**config.mk**
```make
export PLATFORM = sky130hd
export DESIGN_NAME = token_lexer_stream_core
export DESIGN_NICKNAME = d
export VERILOG_FILES = /design/src/rtl/tls_pkg.sv /design/src/rtl/tls_front.sv /design/src/rtl/tls_queue.sv /design/src/rtl/tls_back.sv /design/src/rtl/token_lexer_stream_core.sv
export SDC_FILE = /design/constraint.sdc
export NUM_CORES = 1
export LEC_CHECK = 0
export BUFFER_PORTS_ARGS = -buffer_cell sky130_fd_sc_hd__buf_4
export CORE_MARGIN = 1.5
export CORE_UTILIZATION = 35
export DETAILED_ROUTE_END_ITERATION = 7
export SLEW_MARGIN = 25
export SYNTH_ARGS = -nofsm -noshare
export SYNTH_HDL_FRONTEND = slang
export SYNTH_SLANG_ARGS = --single-unit
```
**constraint.sdc**
```tcl
create_clock -name clk -period 3.4 [get_ports clk]
set_clock_uncertainty 0.2 [all_clocks]
set_input_delay 0.17 -clock clk [delete_from_list [all_inputs] [get_ports clk]]
set_output_delay 0.17 -clock clk [all_outputs]
set_load 0.1 [all_outputs]
```
**src/rtl/tls_pkg.sv**
```systemverilog
package tls_pkg;

    localparam logic [4:0] KIND_EOF   = 5'd0;
    localparam logic [4:0] KIND_AT    = 5'd1;
    localparam logic [4:0] KIND_CARET = 5'd2;
    localparam logic [4:0] KIND_AMP   = 5'd3;
    localparam logic [4:0] KIND_LPAR  = 5'd4;
    localparam logic [4:0] KIND_RPAR  = 5'd5;
    localparam logic [4:0] KIND_LBRK  = 5'd6;
    localparam logic [4:0] KIND_RBRK  = 5'd7;
    localparam logic [4:0] KIND_PIPE  = 5'd8;
    localparam logic [4:0] KIND_COLON = 5'd9;
    localparam logic [4:0] KIND_LT    = 5'd10;
    localparam logic [4:0] KIND_GT    = 5'd11;
    localparam logic [4:0] KIND_QUES  = 5'd12;
    localparam logic [4:0] KIND_TILDE = 5'd13;
    localparam logic [4:0] KIND_COMMA = 5'd14;
    localparam logic [4:0] KIND_REF   = 5'd15;
    localparam logic [4:0] KIND_STR   = 5'd16;
    localparam logic [4:0] KIND_NUM   = 5'd17;
    localparam logic [4:0] KIND_IDN   = 5'd18;

    localparam logic [1:0] ERR_NONE    = 2'd0;
    localparam logic [1:0] ERR_INVALID = 2'd1;
    localparam logic [1:0] ERR_EOI     = 2'd2;

    localparam logic [7:0] CH_LF     = 8'h0A;
    localparam logic [7:0] CH_TAB    = 8'h09;
    localparam logic [7:0] CH_CR     = 8'h0D;
    localparam logic [7:0] CH_SPACE  = 8'h20;
    localparam logic [7:0] CH_RBRACE = 8'h7D;
    localparam logic [7:0] CH_BQUOTE = 8'h60;
    localparam logic [7:0] CH_DOT    = 8'h2E;
    localparam logic [7:0] CH_UNDER  = 8'h5F;
    localparam logic [7:0] CH_DASH   = 8'h2D;
    localparam logic [7:0] CH_SEMI   = 8'h3B;
    localparam logic [7:0] CH_LBRACE = 8'h7B;
    localparam logic [7:0] CH_AT     = 8'h40;

    typedef enum logic [6:0] {
        MODE_IDLE    = 7'b0000001,
        MODE_COMMENT = 7'b0000010,
        MODE_REF     = 7'b0000100,
        MODE_STR     = 7'b0001000,
        MODE_NUM     = 7'b0010000,
        MODE_IDN     = 7'b0100000,
        MODE_HALTED  = 7'b1000000
    } mode_t;

    typedef struct packed {
        logic [4:0] kind;
        logic [7:0] value_char;
        logic       has_char;
        logic       token_begins;
        logic       token_ends;
        logic [1:0] error_code;
    } event_t;

    typedef struct packed {
        event_t ev0;
        event_t ev1;
        logic   two;
    } entry_t;

    typedef struct packed {
        event_t ev;
        logic   emit;
        mode_t  mode;
    } fresh_t;

    function automatic logic [4:0] punct_kind(input logic [7:0] c);
        logic [4:0] k;
        begin
            case (c)
                CH_AT:  k = KIND_AT;
                8'h5E:  k = KIND_CARET;
                8'h26:  k = KIND_AMP;
                8'h28:  k = KIND_LPAR;
                8'h29:  k = KIND_RPAR;
                8'h5B:  k = KIND_LBRK;
                8'h5D:  k = KIND_RBRK;
                8'h7C:  k = KIND_PIPE;
                8'h3A:  k = KIND_COLON;
                8'h3C:  k = KIND_LT;
                8'h3E:  k = KIND_GT;
                8'h3F:  k = KIND_QUES;
                8'h7E:  k = KIND_TILDE;
                8'h2C:  k = KIND_COMMA;
                default: k = KIND_EOF;
            endcase
            return k;
        end
    endfunction

    function automatic logic is_digit(input logic [7:0] c);
        return (c >= 8'h30) && (c <= 8'h39);
    endfunction

    function automatic logic is_alpha(input logic [7:0] c);
        return ((c >= 8'h61) && (c <= 8'h7A)) || ((c >= 8'h41) && (c <= 8'h5A));
    endfunction

    function automatic logic is_space(input logic [7:0] c);
        return (c == CH_SPACE) || ((c >= CH_TAB) && (c <= CH_CR));
    endfunction

    function automatic event_t mk_event(input logic [4:0] kind, input logic [7:0] ch,
                                        input logic has, input logic beg,
                                        input logic fin, input logic [1:0] err);
        event_t e;
        begin
            e.kind         = kind;
            e.value_char   = ch;
            e.has_char     = has;
            e.token_begins = beg;
            e.token_ends   = fin;
            e.error_code   = err;
            return e;
        end
    endfunction

endpackage

```
**src/rtl/tls_front.sv**
```systemverilog
module tls_front
    import tls_pkg::*;
(
    input  logic       clk,
    input  logic       rst_n,
    input  logic       accept,
    input  logic [7:0] char_in,
    input  logic       end_of_input,
    output logic       push,
    output entry_t     entry
);

    mode_t mode_reg;
    mode_t mode_next;
    logic [1:0] n_ev;

    function automatic fresh_t scan_fresh(input logic [7:0] c);
        fresh_t f;
        logic [4:0] k;
        begin
            k = punct_kind(c);
            f.ev   = mk_event(KIND_EOF, 8'd0, 1'b0, 1'b0, 1'b0, ERR_NONE);
            f.emit = 1'b0;
            f.mode = MODE_IDLE;
            if (k != KIND_EOF) begin
                f.ev   = mk_event(k, 8'd0, 1'b0, 1'b1, 1'b1, ERR_NONE);
                f.emit = 1'b1;
            end
            else if (c == CH_SEMI) begin
                f.mode = MODE_COMMENT;
            end
            else if (c == CH_LBRACE) begin
                f.ev   = mk_event(KIND_REF, 8'd0, 1'b0, 1'b1, 1'b0, ERR_NONE);
                f.emit = 1'b1;
                f.mode = MODE_REF;
            end
            else if (c == CH_BQUOTE) begin
                f.ev   = mk_event(KIND_STR, 8'd0, 1'b0, 1'b1, 1'b0, ERR_NONE);
                f.emit = 1'b1;
                f.mode = MODE_STR;
            end
            else if (is_space(c)) begin
                f.mode = MODE_IDLE;
            end
            else if (is_digit(c) || (c == CH_DASH)) begin
                f.ev   = mk_event(KIND_NUM, c, 1'b1, 1'b1, 1'b0, ERR_NONE);
                f.emit = 1'b1;
                f.mode = MODE_NUM;
            end
            else if (is_alpha(c) || (c == CH_UNDER)) begin
                f.ev   = mk_event(KIND_IDN, c, 1'b1, 1'b1, 1'b0, ERR_NONE);
                f.emit = 1'b1;
                f.mode = MODE_IDN;
            end
            else begin
                f.ev   = mk_event(KIND_EOF, 8'd0, 1'b0, 1'b0, 1'b0, ERR_INVALID);
                f.emit = 1'b1;
                f.mode = MODE_HALTED;
            end
            return f;
        end
    endfunction

    always_comb
    begin
        fresh_t     f;
        logic [4:0] vkind;
        logic [4:0] qkind;
        logic [7:0] qclose;
        logic       fits;

        f         = scan_fresh(char_in);
        vkind     = (mode_reg == MODE_NUM) ? KIND_NUM : KIND_IDN;
        qkind     = (mode_reg == MODE_REF) ? KIND_REF : KIND_STR;
        qclose    = (mode_reg == MODE_REF) ? CH_RBRACE : CH_BQUOTE;
        fits      = (mode_reg == MODE_NUM)
                    ? (is_digit(char_in) || (char_in == CH_DOT))
                    : (is_alpha(char_in) || is_digit(char_in)
                       || (char_in == CH_UNDER) || (char_in == CH_DASH));
        entry.ev0 = mk_event(KIND_EOF, 8'd0, 1'b0, 1'b0, 1'b0, ERR_NONE);
        entry.ev1 = mk_event(KIND_EOF, 8'd0, 1'b0, 1'b0, 1'b0, ERR_NONE);
        n_ev      = 2'd0;
        mode_next = mode_reg;

        if (end_of_input) begin
            case (mode_reg)
                MODE_REF, MODE_STR:
                begin
                    entry.ev0 = mk_event(KIND_EOF, 8'd0, 1'b0, 1'b0, 1'b0, ERR_EOI);
                    n_ev      = 2'd1;
                    mode_next = MODE_HALTED;
                end
                MODE_NUM, MODE_IDN:
                begin
                    entry.ev0 = mk_event(vkind, 8'd0, 1'b0, 1'b0, 1'b1, ERR_NONE);
                    entry.ev1 = mk_event(KIND_EOF, 8'd0, 1'b0, 1'b1, 1'b1, ERR_NONE);
                    n_ev      = 2'd2;
                    mode_next = MODE_IDLE;
                end
                MODE_IDLE, MODE_COMMENT:
                begin
                    entry.ev0 = mk_event(KIND_EOF, 8'd0, 1'b0, 1'b1, 1'b1, ERR_NONE);
                    n_ev      = 2'd1;
                    mode_next = MODE_IDLE;
                end
                default:
                begin
                    mode_next = mode_reg;
                end
            endcase
        end
        else begin
            case (mode_reg)
                MODE_COMMENT:
                begin
                    if (char_in == CH_LF)
                        mode_next = MODE_IDLE;
                end
                MODE_REF, MODE_STR:
                begin
                    n_ev = 2'd1;
                    if (char_in[7]) begin
                        entry.ev0 = mk_event(KIND_EOF, 8'd0, 1'b0, 1'b0, 1'b0, ERR_INVALID);
                        mode_next = MODE_HALTED;
                    end
                    else if (char_in == qclose) begin
                        entry.ev0 = mk_event(qkind, 8'd0, 1'b0, 1'b0, 1'b1, ERR_NONE);
                        mode_next = MODE_IDLE;
                    end
                    else begin
                        entry.ev0 = mk_event(qkind, char_in, 1'b1, 1'b0, 1'b0, ERR_NONE);
                    end
                end
                MODE_NUM, MODE_IDN:
                begin
                    if (fits) begin
                        entry.ev0 = mk_event(vkind, char_in, 1'b1, 1'b0, 1'b0, ERR_NONE);
                        n_ev      = 2'd1;
                    end
                    else begin
                        entry.ev0 = mk_event(vkind, 8'd0, 1'b0, 1'b0, 1'b1, ERR_NONE);
                        entry.ev1 = f.ev;
                        n_ev      = f.emit ? 2'd2 : 2'd1;
                        mode_next = f.mode;
                    end
                end
                MODE_IDLE:
                begin
                    entry.ev0 = f.ev;
                    n_ev      = {1'b0, f.emit};
                    mode_next = f.mode;
                end
                default:
                begin
                    mode_next = mode_reg;
                end
            endcase
        end

        entry.two = n_ev[1];
    end

    assign push      = accept && (n_ev != 2'd0);

    always_ff @(posedge clk or negedge rst_n)
    begin
        if (!rst_n)
            mode_reg <= MODE_IDLE;
        else if (accept)
            mode_reg <= mode_next;
    end

endmodule

```
**src/rtl/tls_queue.sv**
```systemverilog
module tls_queue
    import tls_pkg::*;
#(
    parameter int DEPTH = 4
)
(
    input  logic   clk,
    input  logic   rst_n,
    input  logic   push,
    input  entry_t push_data,
    output logic   full,
    input  logic   pop,
    output logic   empty,
    output entry_t head
);

    localparam int PW = (DEPTH > 1) ? $clog2(DEPTH) : 1;
    localparam int CW = $clog2(DEPTH + 1);
    localparam logic [PW-1:0] LAST_PTR = PW'(DEPTH - 1);
    localparam logic [CW-1:0] FULL_CNT = CW'(DEPTH);

    entry_t        mem [DEPTH];
    logic [PW-1:0] wr_ptr_reg;
    logic [PW-1:0] wr_ptr_next;
    logic [PW-1:0] rd_ptr_reg;
    logic [PW-1:0] rd_ptr_next;
    logic [CW-1:0] count_reg;
    logic [CW-1:0] count_next;

    assign full  = (count_reg == FULL_CNT);
    assign empty = (count_reg == '0);
    assign head  = mem[rd_ptr_reg];

    always_comb
    begin
        wr_ptr_next = wr_ptr_reg;
        rd_ptr_next = rd_ptr_reg;
        count_next  = count_reg;
        if (push)
            wr_ptr_next = (wr_ptr_reg == LAST_PTR) ? '0 : wr_ptr_reg + 1'b1;
        if (pop)
            rd_ptr_next = (rd_ptr_reg == LAST_PTR) ? '0 : rd_ptr_reg + 1'b1;
        if (push && !pop)
            count_next = count_reg + 1'b1;
        else if (pop && !push)
            count_next = count_reg - 1'b1;
    end

    always_ff @(posedge clk or negedge rst_n)
    begin
        if (!rst_n)
        begin
            wr_ptr_reg <= '0;
            rd_ptr_reg <= '0;
            count_reg  <= '0;
        end
        else
        begin
            wr_ptr_reg <= wr_ptr_next;
            rd_ptr_reg <= rd_ptr_next;
            count_reg  <= count_next;
        end
    end

    always_ff @(posedge clk)
    begin
        if (push)
            mem[wr_ptr_reg] <= push_data;
    end

endmodule

```
**src/rtl/tls_back.sv**
```systemverilog
module tls_back
    import tls_pkg::*;
(
    input  logic       clk,
    input  logic       rst_n,
    input  logic       empty,
    input  entry_t     head,
    output logic       pop,
    output logic       out_valid,
    input  logic       out_ready,
    output logic [4:0] kind,
    output logic [7:0] value_char,
    output logic       has_char,
    output logic       token_begins,
    output logic       token_ends,
    output logic [1:0] error_code,
    output logic       last_result
);

    logic   out_valid_reg;
    logic   sel_reg;
    logic   sel_next;
    logic   load;
    logic   is_last;
    event_t cur;
    event_t ev_reg;
    logic   last_reg;

    assign load     = !empty && (!out_valid_reg || out_ready);
    assign is_last  = !head.two || sel_reg;
    assign cur      = sel_reg ? head.ev1 : head.ev0;
    assign pop      = load && is_last;
    assign sel_next = load ? !is_last : sel_reg;

    always_ff @(posedge clk or negedge rst_n)
    begin
        if (!rst_n)
        begin
            out_valid_reg <= 1'b0;
            sel_reg       <= 1'b0;
        end
        else
        begin
            sel_reg <= sel_next;
            if (load)
                out_valid_reg <= 1'b1;
            else if (out_ready)
                out_valid_reg <= 1'b0;
        end
    end

    always_ff @(posedge clk)
    begin
        if (load)
        begin
            ev_reg   <= cur;
            last_reg <= is_last;
        end
    end

    assign out_valid    = out_valid_reg;
    assign kind         = ev_reg.kind;
    assign value_char   = ev_reg.value_char;
    assign has_char     = ev_reg.has_char;
    assign token_begins = ev_reg.token_begins;
    assign token_ends   = ev_reg.token_ends;
    assign error_code   = ev_reg.error_code;
    assign last_result  = last_reg;

endmodule

```
**src/rtl/token_lexer_stream_core.sv**
```systemverilog
// Channel  Handshake            Payload
// -------  -------------------  ------------------------------------------------
// in       in_valid/in_ready    char_in[7:0], end_of_input
// out      out_valid/out_ready  kind[4:0], value_char[7:0], has_char, token_begins,
//                               token_ends, error_code[1:0], last_result
//
// One input transaction per cycle while in_ready is high; the scan mode register updates in the accept cycle.
// Each transaction yields 0, 1 or 2 output transactions, 1 per cycle from the back end while out_ready is high.
// Front and back are split by a QUEUE_DEPTH-entry queue; in_ready drops only when full.
// Output is registered; an accepted input is written to the queue, then loaded into the output register.
// Reset clears mode, queue pointers and output valid; a halted scanner needs reset.
module token_lexer_stream_core
    import tls_pkg::*;
#(
    parameter int QUEUE_DEPTH = 4
)
(
    input  logic       clk,
    input  logic       rst_n,
    input  logic       in_valid,
    output logic       in_ready,
    input  logic [7:0] char_in,
    input  logic       end_of_input,
    output logic       out_valid,
    input  logic       out_ready,
    output logic [4:0] kind,
    output logic [7:0] value_char,
    output logic       has_char,
    output logic       token_begins,
    output logic       token_ends,
    output logic [1:0] error_code,
    output logic       last_result
);

    logic   accept;
    logic   push;
    logic   full;
    logic   pop;
    logic   empty;
    entry_t entry;
    entry_t head;

    assign in_ready = !full;
    assign accept   = in_valid && !full;

    tls_front u_front
    (
        .clk          (clk),
        .rst_n        (rst_n),
        .accept       (accept),
        .char_in      (char_in),
        .end_of_input (end_of_input),
        .push         (push),
        .entry        (entry)
    );

    tls_queue #(
        .DEPTH (QUEUE_DEPTH)
    ) u_queue
    (
        .clk       (clk),
        .rst_n     (rst_n),
        .push      (push),
        .push_data (entry),
        .full      (full),
        .pop       (pop),
        .empty     (empty),
        .head      (head)
    );

    tls_back u_back
    (
        .clk          (clk),
        .rst_n        (rst_n),
        .empty        (empty),
        .head         (head),
        .pop          (pop),
        .out_valid    (out_valid),
        .out_ready    (out_ready),
        .kind         (kind),
        .value_char   (value_char),
        .has_char     (has_char),
        .token_begins (token_begins),
        .token_ends   (token_ends),
        .error_code   (error_code),
        .last_result  (last_result)
    );

endmodule

```
Yosys cells after proc, flatten, opt, wreduce, memory -nomap -nowiden
Memories as Yosys holds them, arrays and structs flattened.
Cells that the tools add are included.
- memories: 1
- input bits: 13
- RAM bits: 148
- word-level logic and storage cells: 146
- output and inout port bits: 21
- register bits after elaboration: 35
- $lt $le $gt $ge: 8
- reductions and logical operators: 39
- muxes and demuxes: 45
- equal/unequal tests: 36
- add/sub/neg operators: 4
- memory list (memory ; depth ; width ; rd ports ; clocked after memory_dff ; wr ports ; RTL line ; text):
    u_queue.mem ; 4 ; 37 ; 1 ; 0 ; 1 ; tls_queue.sv:22 ; entry_t mem [DEPTH];
- operator list (kind ; count):
    18-bit one-hot mux with 3 select lines ; 2
    26-bit 2-to-1 mux ; 4
    8-bit by 6-bit equality test with 1-bit output, second input constant ; 12
    8-bit by 7-bit equality test with 1-bit output, second input constant ; 9
    18-bit 2-to-1 mux ; 4
    19-bit 2-to-1 mux ; 3
    7-bit 2-to-1 mux ; 8
    4-bit one-hot mux with 14 select lines ; 1
    36-bit 2-to-1 mux ; 1
    7-bit one-hot mux with 4 select lines ; 1
    8-bit by 7-bit >= comparator with 1-bit output, second input constant ; 2
    8-bit by 7-bit less-or-equal comparator with 1-bit output, second input constant ; 2
    7-bit one-hot mux with 2 select lines ; 1
    13-bit 2-to-1 mux ; 1
    12-bit 2-to-1 mux ; 1
    2-bit 2-to-1 mux ; 6
    1-bit logical AND ; 10
    1-bit logical OR ; 10
    5-bit 2-to-1 mux ; 2
    5-bit nonzero test ; 2
    8-bit by 4-bit equality test with 1-bit output, second input constant ; 1
    8-bit equality test ; 1
    8-bit by 4-bit >= comparator with 1-bit output, second input constant ; 1
    8-bit by 6-bit >= comparator with 1-bit output, second input constant ; 1
    27 further kinds ; 46

Depth between registers and ports, before layout
Gate-level depths: netlist (run 1).
- depth in word-level cells: 21
- depth in mapped cells: 12
- gate-level depth less buffers: 11

Cells and area by module
From an unflattened synthesis (run 1), not the netlist that was laid out.
- cell total of the unflattened synthesis: 508
- area, all modules: 8295.5 sq um
- modules (own cells, without submodules) (module ; area each (sq um) ; cells an instance ; times used ; sequential area each (sq um)):
    tls_queue ; 5745.5 ; 230 ; 1 ; 4619.4
    tls_front ; 1606.5 ; 227 ; 1 ; 176.4
    tls_back ; 933.4 ; 49 ; 1 ; 620.6
    token_lexer_stream_core ; 10.0 ; 2 ; 1 ; 0.0

Least setup slack after synthesis (run 1)
Ideal clock, no wire load.
- path type: register -> register
- start point: register u_back.out_valid_reg, in the netlist u_back.out_valid
- end point: register u_queue.count_reg[1]
- path buffers: 0
- required time: 3.075 ns
- stages on the path, launching flop included: 8
- setup slack: -0.135 ns
- arrival time: 3.210 ns
- period minus slack after synthesis: 3.535 ns
- cell sequence: dfrtp_1 a21oi_1 and2_1 inv_1 ha_1 inv_1 fa_1 mux2_2
- cells in the longest elaborated chain, start to end: 7
- elaborated cells on any way between the ends: 9
- those cells by class: 1 x mux; 8 x reduce/logical
- RTL lines (element ; RTL line ; text):
    start: declaration ; tls_back.sv:20 ; logic out_valid_reg;
    start signal: assignment ; tls_back.sv:39 ; out_valid_reg <= 1'b0;
    start signal: assignment ; tls_back.sv:46 ; out_valid_reg <= 1'b1;
    start signal: assignment ; tls_back.sv:48 ; out_valid_reg <= 1'b0;
    1-bit logical NOT ; tls_back.sv:29 ; assign load = !empty && (!out_valid_reg || out_ready);
    1-bit logical OR ; tls_back.sv:29 ;
    1-bit logical AND ; tls_back.sv:29 ;
    via u_back.load ; tls_back.sv:23 ; logic load;
    1-bit logical AND ; tls_back.sv:32 ; assign pop = load && is_last;
    1-bit logical NOT ; tls_queue.sv:43 ; if (push && !pop)
    1-bit logical AND ; tls_queue.sv:43 ;
    3-bit 2-to-1 mux ; tls_queue.sv:43 ;
    via u_queue.count_next[1] ; tls_queue.sv:28 ; logic [CW-1:0] count_next;
    end signal: assignment ; tls_queue.sv:61 ; count_reg <= count_next;
    end: declaration ; tls_queue.sv:27 ; logic [CW-1:0] count_reg;
The timed path passes the listed nets, and every way through them passes these cells.
A chain may end at the register's enable or synchronous reset.

Worst setup path in the final report (run 1)
- start point: register u_front.mode_reg[0]
- end point: register u_queue.count_reg[2]
- cells in the longest elaborated chain, start to end: 10
- elaborated cells on any way between the ends: 21
- those cells by class: 6 x eq/ne; 6 x mux; 9 x reduce/logical
- RTL lines (element ; RTL line ; text):
    start: declaration ; tls_front.sv:13 ; mode_t mode_reg;
    start signal: assignment ; tls_front.sv:170 ; mode_reg <= mode_next;
    7-bit by 5-bit equality test with 1-bit output ; tls_front.sv:76, tls_front.sv:86, tls_front.sv:113 ;
    1-bit 2-to-1 mux ; tls_front.sv:77 ; ? (is_digit(char_in) || (char_in == CH_DOT))
    2-bit 2-to-1 mux ; tls_front.sv:136 ; if (fits) begin
    2-bit one-hot mux with 3 select lines ; tls_front.sv:113 ; case (mode_reg)
    2-bit 2-to-1 mux * ; tls_front.sv:85 ; if (end_of_input) begin
    2-bit nonzero test * ; tls_front.sv:163 ; assign push = accept && (n_ev != 2'd0);
    1-bit logical AND * ; tls_front.sv:163 ;
    via push ; token_lexer_stream_core.sv:36 ; logic push;
    1-bit logical NOT ; tls_queue.sv:45 ; else if (pop && !push)
    1-bit logical AND ; tls_queue.sv:45 ;
    2-bit nonzero test (no line) ; n/a ;
The timed path passes the listed nets; every way through them passes the cells marked *.

==> out/metrics.csv, run 1 <==
stage;metric;value;unit
critical_path;critPathCapture;u_queue.count_reg[2];
timing;fin_setup_tns;0;ns
global_routing;grt_max_degree;39;
critical_path;cp-startpoint;u_front.mode_reg[0];
yosys;synth_cells;509;
final_layout;multi_input_area;0.002676;mm2
placed_design;post-place-cells;823;
final_layout;stdcell_count;864;
detailed_routing;viasPerCell;5.325;
critical_path;arrival;3.31;ns
cts;htree_levels;4;
global_routing;grt_first_pass_wirelength;26370;um
cts;numCtsBuffers;17;
yosys;synth-seq-cells;179;
critical_path;worst-setup-path-type;flop to flop;
final_layout;fillerInstances;2054;
cts;clockBufferDepth;2;
timing;rsz0062_at_grt;no;
timing;finalSetupViolations;0;
timing;worstMarginPinSlew;0.8097;ns
yosys;async_flop_share;0.08939;
timing;post-route-min-period;3.156;ns
critical_path;path_max_fanout;6;
yosys;synth.avg_cell_area;15.93;um2
floorplan;core_area;0.02271;mm2
yosys;ys_warn_count;0;
detailed_routing;drc_errors;0;
critical_path;cp-end-kind;flop;
timing;fin_crit_sh;0.9283;
outcome;status;complete, no violations;
floorplan;chipHeight;155.2;um
yosys;syn_area;0.008107;mm2
pwr;power_density;453.9;mW/mm2
critical_path;crit_path_start_kind;flop;
run;max-cap-violations;0;
worst_hold_path;hold_path_class;primary input to asynchronous set/reset pin;
timing;slew_viol_final;0;
placed_design;port_buffers;33;
detailed_routing;dr.pass1.iters;4;
floorplan;num_rows;55;
pwr;worst_ir_drop_vdd;0.3642;mV
detailed_routing;routed-via-count;4601;
yosys;ys_seq_area_frac;0.6533;
floorplan;ioPinCount;34;
yosys;synth_top_flop_cell;edfxtp_1;
placed_design;hpwl;10610;um
final_layout;drive_gt1_frac;0.2953;
pwr;p_leak;3.114;nW
yosys;synth.distinct_cells;75;
final_layout;nets;587;
cts;clk_pin_slew;0.06;ns
critical_path;worstReg2RegStart;u_front.mode_reg[0];
final_layout;syn_to_final_growth;16.42;%
final_layout;fin_area;0.009438;mm2
detailed_routing;first_iter_violations;386;
cts;clock-sinks;179;
cts;ctsRootBufferMaster;clkbuf_16;
critical_path;rr_worst_depth;11;
final_layout;seqCellArea;0.005299;mm2
global_routing;gr-total-overflow;0;
final_layout;post-route-util;0.4156;
critical_path;reg2reg_slack;0.24;ns
detailed_routing;postRouteAntennaNets;0;
critical_path;crit_required;3.55;ns
timing;finalHoldViolCount;0;
timing;fmax;0.3168;GHz
cts;insertion_delay;0.43;ns
global_routing;grtUsageTotal;0.1476;
detailed_routing;routed_wl;16720;um
global_routing;antenna_found_initial;0;
floorplan;die_x;155.2;um
timing;relSlewSlack;0.4545;
floorplan;fp.dieArea;0.02408;mm2
critical_path;r2r_end;u_queue.count_reg[2];
placed_design;gp_congestion;0.9040;
timing;hold_ws;0.01221;ns
floorplan;start_util;0.3570;
detailed_routing;wire_per_inst;19.36;um
placed_design;post_dp_cell_area;0.008806;mm2
final_layout;num_antenna_cells;0;
yosys;synth_edf_count;163;
cts;cts_tree;built;
global_routing;grt_pass1_vias;4700;
final_layout;largest_reg_flops;144;
cell type report:
cell class	instances	share of cell area
tap	285	0.03778
clock inverter	13	0.01206
timing repair buffer	60	0.05409
clock buffer	18	0.04547
multi-input combinational	295	0.2836
sequential	179	0.5614
inverter	14	0.005568
metal layers:
| metal | GRT usage | wire length (um) | vias up | share of wire |
|---|---|---|---|---|
| li1 | - | - | 2129 | - |
| met1 | 0.1920 | 7358 | 2342 | 0.44 |
| met2 | 0.2426 | 8300 | 108 | 0.50 |
| met3 | 0.03287 | 723 | 22 | 0.043 |
| met4 | 0.05624 | 342 | 0 | 0.020 |
| met5 | 0 | 0 | - | 0 |
stage by stage:
step / setup slack [ns] / total power [mW]
after floorplan: 0.1973 / 2.481
after global placement: 0.2375 / 2.518
after detailed placement: 0.1778 / 2.520
after CTS: 0.1549 / 4.320
after global routing: 0.03556 / 4.414
final: 0.2437 / 4.284
what timing repair did:
action | in CTS | in global routing
setup buffers | 0 | 6
resized for setup | 0 | 2
hold buffers | 4 | 0
setup endpoints to repair | 0 | 1
endpoints found under the hold margin | 19 | 0
cells in the mapped netlist, drive strengths merged, types with 2 or more instances:
library cell	count	area, um2
a2111oi	2	17.52
a211oi	4	30.03
a21oi	20	103.9
a31oi	4	25.02
a32oi	5	43.79
a41o	2	20.02
and2	20	125.1
buf	11	55.05
clkbuf	17	63.81
dfrtp	15	375.4
edfxtp	163	4895
ha	6	75.07
inv	13	48.80
mux2	26	300.3
mux2i	4	40.04
mux4	36	810.8
nand2	14	52.55
nand2b	11	68.82
nand3	8	45.04
nand3b	3	22.52
nand4	6	37.54
nand4b	4	35.03
nor2	25	93.84
nor2b	9	56.30
nor3	12	65.06
nor4	3	33.78
o21a	3	22.52
o21ai	11	55.05
o22ai	3	25.02
o31ai	2	15.01
o32ai	2	17.52
o41ai	2	25.03
or2	3	18.77
or3	4	30.03
or3b	2	17.52
or4	4	37.53
xnor2	3	26.28
xor2	4	35.03
critical path: stages (launching register included):
cell      delay (ns)
dfstp_2         0.40
or4_4           0.55
or3_4           0.36
nand3_1         0.09
a21oi_1         0.06
a311oi_4        0.32
ha_2            0.23
inv_1           0.05
fa_1            0.37
xor2_1          0.15
nor2_1          0.12
xor2_1          0.16
how the worst min path moves through the flow:
stage,from,to,slack [ns],depth (start not counted)
after global routing,rst_n,u_front.mode_reg[0],0.02,2
after global placement,rst_n,u_queue.count_reg[0],-0.15,1
final,rst_n,u_front.mode_reg[0],0.01,2
after detailed placement,rst_n,u_queue.count_reg[0],-0.14,1
after floorplan,rst_n,u_back.out_valid,-0.33,0
after CTS,rst_n,u_front.mode_reg[0],0.0002,2
cell usage in the layout (no fill, tap or decap), types with 13 or more instances in the layout:
cell,count
nand2_1,14
mux2_2,22
nor2_1,25
buf_4,52
inv_1,13
mux4_2,36
a21oi_1,18
dfrtp_1,13
clkbuf_16,17
and2_1,15
edfxtp_1,163
cells by family after synthesis:
| group | Yosys count | share of synthesized area |
|---|---|---|
| other | 1 | 0.0004626 |
| AOI/OAI and AO/OA | 71 | 0.06344 |
| adders and majority gates | 7 | 0.01173 |
| DFF | 179 | 0.6533 |
| buffers and inverters | 42 | 0.02114 |
| and+or+nand+nor | 136 | 0.1003 |
| muxes | 66 | 0.1420 |
| xor gates and xnor gates | 7 | 0.007563 |
power by group:
| part | internal, mW | switching [mW] |
|---|---|---|
| logic | 0.0388 | 0.0717 |
| registers | 2.37 | 0.000000000000000209 |
| clock network | 0.999 | 0.806 |
| total | 3.41 | 0.878 |
No activity file was read; power rests on OpenSTA's default activity.
==> run 2, diff against run 1 <==
--- a/config.mk
+++ b/config.mk
@@ -8,6 +8,7 @@
 export BUFFER_PORTS_ARGS = -buffer_cell sky130_fd_sc_hd__buf_4
 export CORE_MARGIN = 1.5
 export CORE_UTILIZATION = 35
+export CTS_BUF_LIST = sky130_fd_sc_hd__clkbuf_8
 export DETAILED_ROUTE_END_ITERATION = 7
 export SLEW_MARGIN = 25
 export SYNTH_ARGS = -nofsm -noshare
==> out/metrics.csv, run 2 (synthesized netlist as in run 1, its figures left out) <==
stage;metric;value;unit
outcome;status;complete, no violations;
final_layout;num_antenna_cells;0;
global_routing;grt_first_pass_wirelength;26280;um
placed_design;port_buffers;33;
critical_path;worstReg2RegStart;u_front.mode_reg[1];
final_layout;largest_reg_flops;144;
cts;ctsRootBufferMaster;clkbuf_8;
placed_design;gp_congestion;0.9040;
timing;fin_crit_sh;0.9389;
timing;hold_ws;0.04604;ns
timing;relSlewSlack;0.4591;
critical_path;reg2reg_slack;0.21;ns
floorplan;core_area;0.02271;mm2
detailed_routing;routed_wl;16680;um
pwr;total_power;3.793;mW
worst_hold_path;hold_path_class;primary input to flop;
final_layout;nets;589;
floorplan;die_x;155.2;um
cts;htree_levels;4;
floorplan;chipHeight;155.2;um
critical_path;path_max_fanout;4;
final_layout;stdcell_count;866;
global_routing;gr-total-overflow;0;
floorplan;start_util;0.3570;
cts;insertion_delay;0.47;ns
detailed_routing;viasPerCell;5.324;
timing;fmax;0.3133;GHz
cts;clock-sinks;179;
detailed_routing;first_iter_violations;377;
pwr;p_leak;3.039;nW
timing;post-route-min-period;3.192;ns
worst_hold_path;min_from;char_in[5];
global_routing;grt_max_degree;39;
global_routing;antenna_found_initial;0;
detailed_routing;drt-met1-wl;7456;um
run;max-cap-violations;0;
timing;worstMarginPinSlew;0.8040;ns
floorplan;ioPinCount;34;
critical_path;r2r_end;u_queue.count_reg[2];
timing;setup_ws;0.2078;ns
final_layout;drive_gt1_frac;0.2943;
cts;clk_pin_slew;0.09;ns
critical_path;crit_path_start_kind;flop;
timing;slew_viol_final;0;
detailed_routing;wire_per_inst;19.27;um
pwr;power_density;409.3;mW/mm2
cts;cts_tree;built;
placed_design;hpwl;10610;um
floorplan;fp.dieArea;0.02408;mm2
global_routing;grtUsageTotal;0.1466;
final_layout;syn_to_final_growth;14.31;%
detailed_routing;wl_met2;8243;um
detailed_routing;postRouteAntennaNets;0;
pwr;worst_ir_drop_vdd;0.2520;mV
placed_design;dp_slack;0.1778;ns
placed_design;post-place-cells;823;
timing;finalHoldViolCount;0;
timing;finalSetupViolations;0;
global_routing;grt_pass1_vias;4715;
floorplan;num_rows;55;
final_layout;mostFrequentLayoutCells;edfxtp_1 (163), buf_4 (52), mux4_2 (36);
critical_path;crit_required;3.59;ns
critical_path;cp-end-kind;flop;
cts;clockBufferDepth;2;
detailed_routing;dr.pass1.iters;5;
critical_path;arrival;3.39;ns
final_layout;layout.cells.most_common;edfxtp_1;
detailed_routing;drc_errors;0;
worst_hold_path;min_to;u_queue.mem[1][11];
worst_hold_path;whs_path_depth;2;
detailed_routing;routed-via-count;4611;
detailed_routing;top_layer;met4;
critical_path;worst-setup-path-type;flop to flop;
critical_path;rr_worst_depth;11;
detailed_routing;route.met3.wl;651;um
cts;numCtsBuffers;17;
==> run 2: cell count changes in the layout (fill, tap and decap cells not counted) <==
cell,change
dlygate4sd3_1,+2
o21ai_1,+1
clkbuf_16,-17
clkbuf_8,+17
o21ai_0,-1
inv_1,+1
clkbuf_1,-1
==> run 2: worst max-delay path by stage <==
stage	startpoint	to	cells after the start
6_report	u_front.mode_reg[1]	u_queue.count_reg[2]	11
3_3_place_gp	u_front.mode_reg[1]	u_queue.count_reg[2]	11
5_1_grt	u_front.mode_reg[1]	u_queue.count_reg[2]	11
4_1_cts	u_front.mode_reg[1]	u_queue.count_reg[2]	11
2_1_floorplan	u_front.mode_reg[1]	u_queue.count_reg[2]	10
3_5_place_dp	u_front.mode_reg[1]	u_queue.count_reg[2]	11
==> run 2: worst max-delay path, stage by stage, from the launching register on <==
cell and delay, ns:
dfrtp_2 0.43, or4_4 0.58, or3_4 0.36, nand3_1 0.09, a21oi_1 0.06, a311oi_4 0.31
ha_2 0.23, inv_1 0.05, fa_1 0.37, xor2_1 0.15, nor2_1 0.12, xor2_1 0.16
==> run 2: repair_timing <==
action | in CTS | in global routing
setup endpoints to repair | 0 | 1
endpoints found under the hold margin | 24 | 0
setup buffers | 0 | 6
hold buffers | 6 | 0
resized for setup | 0 | 3
==> run 2: cell type report <==
| class | instances | area, um2 |
|---|---|---|
| fill | 2068 | 13440 |
| sequential | 179 | 5299 |
| multi-input combinational | 295 | 2676 |
| timing repair buffer | 62 | 530.5 |
| tap | 285 | 356.6 |
| clock buffer | 17 | 234.0 |
| clock inverter | 14 | 117.6 |
| inverter | 14 | 52.55 |
==> run 2: where the power goes <==
part	internal (mW)	total, mW	switching [mW]
combinational	0.0403	0.113	0.0729
clock	0.567	1.31	0.747
sequential	2.37	2.37	0.000000000000000208
total	2.97	3.79	0.820
==> run 2: per-layer routing <==
layer / up-vias / GRT usage
met5: - / 0
met4: 0 / 0.05850
met3: 20 / 0.02953
met2: 128 / 0.2417
met1: 2338 / 0.1909
li1: 2125 / -
==> run 2: per-stage QoR <==
stage | instance area [um2] | utilization | TNS [ns]
after detailed placement | 8806 | 0.3878 | 0
after global placement | 8806 | 0.3878 | 0
final | 9266 | 0.4080 | 0
after floorplan | 8142 | - | 0
after global routing | 9266 | 0.4080 | -0.002709
after CTS | 9218 | 0.4059 | 0
